[src/hw/rtl/hmm_vit_lane.sv]
// One add-compare-select lane: scans predecessors one per cycle while step is high, for one state.
// Depends on nothing outside its parameters.
`timescale 1ns / 1ps

module hmm_vit_lane #(
    parameter int SW = 32,
    parameter int IW = 3
) (
    input  logic          aclk,
    input  logic          clr,
    input  logic          step,
    input  logic [IW-1:0] pred,
    input  logic [SW-1:0] cand,
    output logic [SW-1:0] best,
    output logic [IW-1:0] best_idx
);

    logic [SW-1:0] best_reg, best_next;
    logic [IW-1:0] idx_reg, idx_next;

    // Keep the strictly larger candidate so the lowest index wins ties.
    always_comb begin
        best_next = best_reg;
        idx_next  = idx_reg;
        if (clr) begin
            best_next = {1'b1, {(SW-1){1'b0}}};
            idx_next  = '0;
        end else if (step && ($signed(cand) > $signed(best_reg))) begin
            best_next = cand;
            idx_next  = pred;
        end
    end

    always_ff @(posedge aclk) begin
        best_reg <= best_next;
        idx_reg  <= idx_next;
    end

    assign best     = best_reg;
    assign best_idx = idx_reg;

endmodule

[config.mk]
export PLATFORM = sky130hd
export DESIGN_NAME = hmm_vit_lane
export DESIGN_NICKNAME = d
export VERILOG_FILES = /design/src/hw/rtl/hmm_vit_lane.sv
export SDC_FILE = /design/constraint.sdc
export NUM_CORES = 1
export LEC_CHECK = 0
export BUFFER_PORTS_ARGS = -buffer_cell sky130_fd_sc_hd__buf_2
export CAP_MARGIN = 20
export CORE_MARGIN = 3
export CORE_UTILIZATION = 45
export CTS_BUF_LIST = sky130_fd_sc_hd__clkbuf_8 sky130_fd_sc_hd__clkbuf_16
export DETAILED_ROUTE_END_ITERATION = 8
export PLACE_DENSITY = 0.66
export SYNTH_ARGS = -nofsm -noshare
export SYNTH_HDL_FRONTEND = slang
export SYNTH_SLANG_ARGS = --single-unit
[constraint.sdc]
create_clock -name aclk -period 3.6 [get_ports aclk]
set_input_delay 0.72 -clock aclk [delete_from_list [all_inputs] [get_ports aclk]]
set_output_delay 0.72 -clock aclk [all_outputs]
set_load 0.01 [all_outputs]
Yosys cells after proc, flatten, opt, wreduce, memory -nomap -nowiden. Index checks and enable logic that the tools add are counted. Widths: inputs -> output; s select.

Word-level logic and storage cells: 4. Output and inout port bits: 35. Flip-flop bits (word level): 35.

Reductions and logical operators: 1. $lt $le $gt $ge: 1.

Operators with widths (count): $gt 32x32->1 (1); $logic_and 1x1->1 (1).

Longest topological paths before layout.
Word-level depth: 2. Gate-level depth with buffers: 12.

Least setup slack after synthesis. OpenSTA, ideal clock, no wires.

Path kind: in2reg. From: input cand[31]. To: register best_reg[18] (netlist: best[18]). Required time: 3.466 ns. Path slack: 0.828 ns. Stages: 11. Library setup time: 0.134 ns. Buffers on the path: 3. Arrival: 2.639 ns. Cell sequence: ha_1 > buf_4 > nand4_4 > or4_4 > o21a_1 > buf_6 > buf_6 > nand3_2 > a21oi_1 > a211oi_2 > o211ai_1.

Cells in the longest elaborated chain, start to end: 2.

Ends and longest elaborated chain: start: declaration (RTL line 13) `input logic [SW-1:0] cand,`; $gt 32x32->1 (RTL line 28) `end else if (step && ($signed(cand) > $signed(best_reg))) begin`; $logic_and 1x1->1 (RTL line 28); end signal: assignment (RTL line 35) `best_reg <= best_next;`; end: declaration (RTL line 18) `logic [SW-1:0] best_reg, best_next;`.

No other way between the ends. A chain may end at the register's enable or synchronous reset.

Final worst setup path.
From: input cand[1]. To: register best_reg[20] (netlist: best[20]).

Same word-level chain as after synthesis.

==> key figures <==
Worst hold path
  • Hold EP: best[20]$_SDFFE_PP0P_
  • Hold WC Path Type: reg -> reg
  • Hold Crit Start: best[20]$_SDFFE_PP0P_
  • Hold Path Stages: 2

Synthesis
  • Post-Syn Area: 4270 um2
  • Yosys reg bits: 35
  • Synth area leaders: dfxtp_1, ha_1, a211oi_2
  • Area share of the largest cell type after synthesis: roughly 16%
  • Leading area contributor after synthesis: dfxtp_1
  • Mapped Cells: 556
  • Post-synthesis simple-gate area fraction: 39.7%
  • EDFF count, synth: 0
  • Yosys cell types: 42
  • Mapped Nets: 626
  • Xor/xnor share of the synthesized area: 0%
  • Adder-cell area share of the yosys netlist: 9.37%
  • Post-synth top cells: nand2_1, nor2b_1, clkbuf_1
  • Avg Synthesized Cell Area: 7.68 um2
  • Seq/Total Area, Yosys: between 10% and 20%
  • Most frequent cell after synthesis: nand2_1
  • Largest family of logic cells by synthesized area: simple AND/OR/NAND/NOR gates
  • Asr flop ratio synth: 0%
  • Synth Flop Type: dfxtp_1
  • Yosys warning total: 0
  • Synth Area in Compound Gates: between 20 and 30%
  • Portion of netlist area occupied by mux cells: 0%

Clock tree
  • CTS tree: yes
  • H-tree Lvls: 2
  • Clock Sinks: 35
  • Num CTS Buffers: 5
  • Hold_buf cts: 0
  • Max Buffers Root-to-Sink: 2
  • CTS resizes: 0
  • Worst-Skew Late Latency: 0.29 ns
  • Total setup buffers inserted after CTS: 0
  • CTS root buffer: clkbuf_8
  • CTS clk-pin slew, worst paths: 0.08 ns

Die
  • Die Span Y: between 100 and 150 um
  • Die span in x: 103 um
  • Die area: 10700 um2
  • Initial Util: 47.6%
  • I/O pin count: 73
  • Core Region: 8980 um2
  • Standard-cell row count: 34

Route
  • DRC viols: 0
  • Drt pass-1 iters: 4
  • Routed len/inst: approximately 16 um
  • Vias per cell: 5.87
  • Final ANT Viol Nets: 0
  • Routed vias: 4214
  • Drt total wl: ~11000 um
  • First DRT Iteration DRCs: around 190

Global route
  • Initial antenna violation count: 0
  • Largest net degree at the start of global routing: 72
  • Vias in the first global route: 4075
  • First-pass GRT wire length: 19000 um
  • GRT Util Overall: 21.6%
  • Overflow after GRT: 0

Finish
  • Antenna Diode Count: 0
  • # fillers: 859
  • Max FFs per register: 32
  • Fraction of layout cells with a size suffix above 1: 29.6%
  • Final Cell Area: 4800 um2
  • Post-route insts no fill: roughly 720
  • Layout Nets: 663
  • Syn-to-layout area delta: 12.5%

Setup path
  • Crit path max fanout: 26
  • CP bufs+invs: 2
  • Cell class contributing the biggest share of worst-path delay: compound AO/OA/AOI/OAI gates
  • CP arrival: 3.12 ns
  • Crit-path cells: buf_2, ha_1, nor2b_1, o211ai_1, a2111oi_0, a211oi_1, a2bb2oi_4, buf_12, a2bb2oi_1, o311ai_1
  • Setup crit start kind: primary input
  • End of the worst register-to-register path: best[8]$_SDFFE_PP0P_
  • Worst Setup End Kind: register
  • Slowest stage delay, CP: approximately 0.47 ns
  • CP max stage cell: a211oi_1
  • Critical Setup Path Class: in -> reg
  • Reg2reg path depth: 10
  • Reg2reg start: best[31]$_SDFFE_PP1P_
  • Critical Path Stages: 10
  • Required @ worst endpoint: 3.75 ns
  • R2r setup slk: a little under 0.8 ns

Pwr
  • Combinational power share: approximately 65%
  • Int Pwr: 1270 uW
  • Power density cells: 529 nW/um2
  • P_leak: 0.00173 uW
  • Clk pwr share: 11.1%
  • Flop pwr share: about a quarter
  • Worst vdd ir: 0.000270 V
  • Net Sw Frac: 50.1%
  • Switch Pwr: 1270 uW

Outcome
  • Status: finished, final reports clean

Placed design
  • Post-place instance area: 4730 um2
  • Placed cell count: 712
  • DPL Wire Length: 7860 um
  • GPL Wtd Cong: approximately 0.81
  • PortBufs: 72

Job
  • Max-Cap Viols: 0

STA
  • Setup tns final: 0 ns
  • Worst slew margin: 54.5%
  • Slew Limit Fails: 0
  • Clock skew: 0.00296 ns
  • Final period util: between 80% and 90%
  • Count of final hold-check violations: 0
  • RSZ-0062 raised after global routing: false
  • Post-layout min period: ~3.0 ns
  • Worst Tran Pin Value: 0.683 ns
  • Setup-failing EPs final: 0
  • Max Fclk: 0.337 GHz
-- routing by layer --
layer | track usage [%] | part of all wire [%]
met3 | 3.29 | 4.3
met5 | 0 | 0
met4 | 6.27 | 0.88
met2 | 36.0 | 49
met1 | 28.9 | 46
-- how the worst max path moves through the flow --
stage	slack [ns]	endpoint	from
2_1_floorplan	0.83	best[18]$_SDFFE_PP0P_	cand[31]
3_5_place_dp	0.33	best[8]$_SDFFE_PP0P_	cand[23]
4_1_cts	0.64	best[20]$_SDFFE_PP0P_	cand[1]
3_3_place_gp	0.38	best[10]$_SDFFE_PP0P_	cand[23]
6_report	0.64	best[20]$_SDFFE_PP0P_	cand[1]
5_1_grt	0.47	best[20]$_SDFFE_PP0P_	cand[1]
-- metrics by stage --
| step | utilization, % | hold slack [ns] | power (uW) | worst slack, ns |
|---|---|---|---|---|
| floorplan | - | 0.569 | 1800 | 0.828 |
| finish | 53.5 | 0.609 | 2540 | 0.635 |
| CTS | 53.5 | 0.609 | 2550 | 0.645 |
| detailed placement | 52.7 | 0.592 | 2270 | 0.331 |
| global route | 53.5 | 0.654 | 2780 | 0.472 |
| global placement | 52.7 | 0.601 | 2220 | 0.384 |
-- cell type report --
type                            instances  area (um2)  share of cell area [%]
Clock buffer                            5        68.8                    1.43
Clock inverter                          1        3.75                  0.0781
Inverter                               33         124                    2.58
Multi-Input combinational cell        432        3220                    67.1
Sequential cell                        35         701                    14.6
Tap cell                              126         158                    3.28
Timing Repair Buffer                   86         528                    11.0
-- cell usage in the layout, fill, tap and decap left out, types with 2 or more instances in the layout --
master	instances
nand2_1	41
inv_1	34
a211oi_1	8
nor2b_1	37
or4_1	2
or3_1	31
and3_1	33
o21ai_0	4
nor4b_1	35
buf_2	72
nor2_1	35
o211ai_1	34
nand4_1	7
nand2b_1	4
buf_4	9
dfxtp_1	35
ha_1	31
a21oi_2	23
nand3_2	27
a211oi_2	27
clkbuf_8	5
a21oi_1	24
nand3_1	10
buf_12	5
-- power groups by stage --
stage | sequential [uW] | combinational (uW) | clock [uW]
final | 603 | 1650 | 283
after global routing | 620 | 1850 | 306
after CTS | 604 | 1660 | 291
after detailed placement | 612 | 1660 | 0
after global placement | 610 | 1610 | 0
after floorplan | 673 | 1130 | 0
-- tightest hold or removal path: cells and delay by family, from the launching register on --
family                 cells  cell delay [ns]
buffers and inverters      1             0.10
AOI/OAI and AO/OA          1             0.12
DFF                        1             0.32
-- cell families after synthesis --
kind of cell | Yosys count
adder cells (fa/ha/maj) | 32
AO/OA/AOI/OAI | 131
flip-flops | 35
AND/OR/NAND/NOR | 269
buffers and inverters | 89
Power figures use the tool's default switching activity.
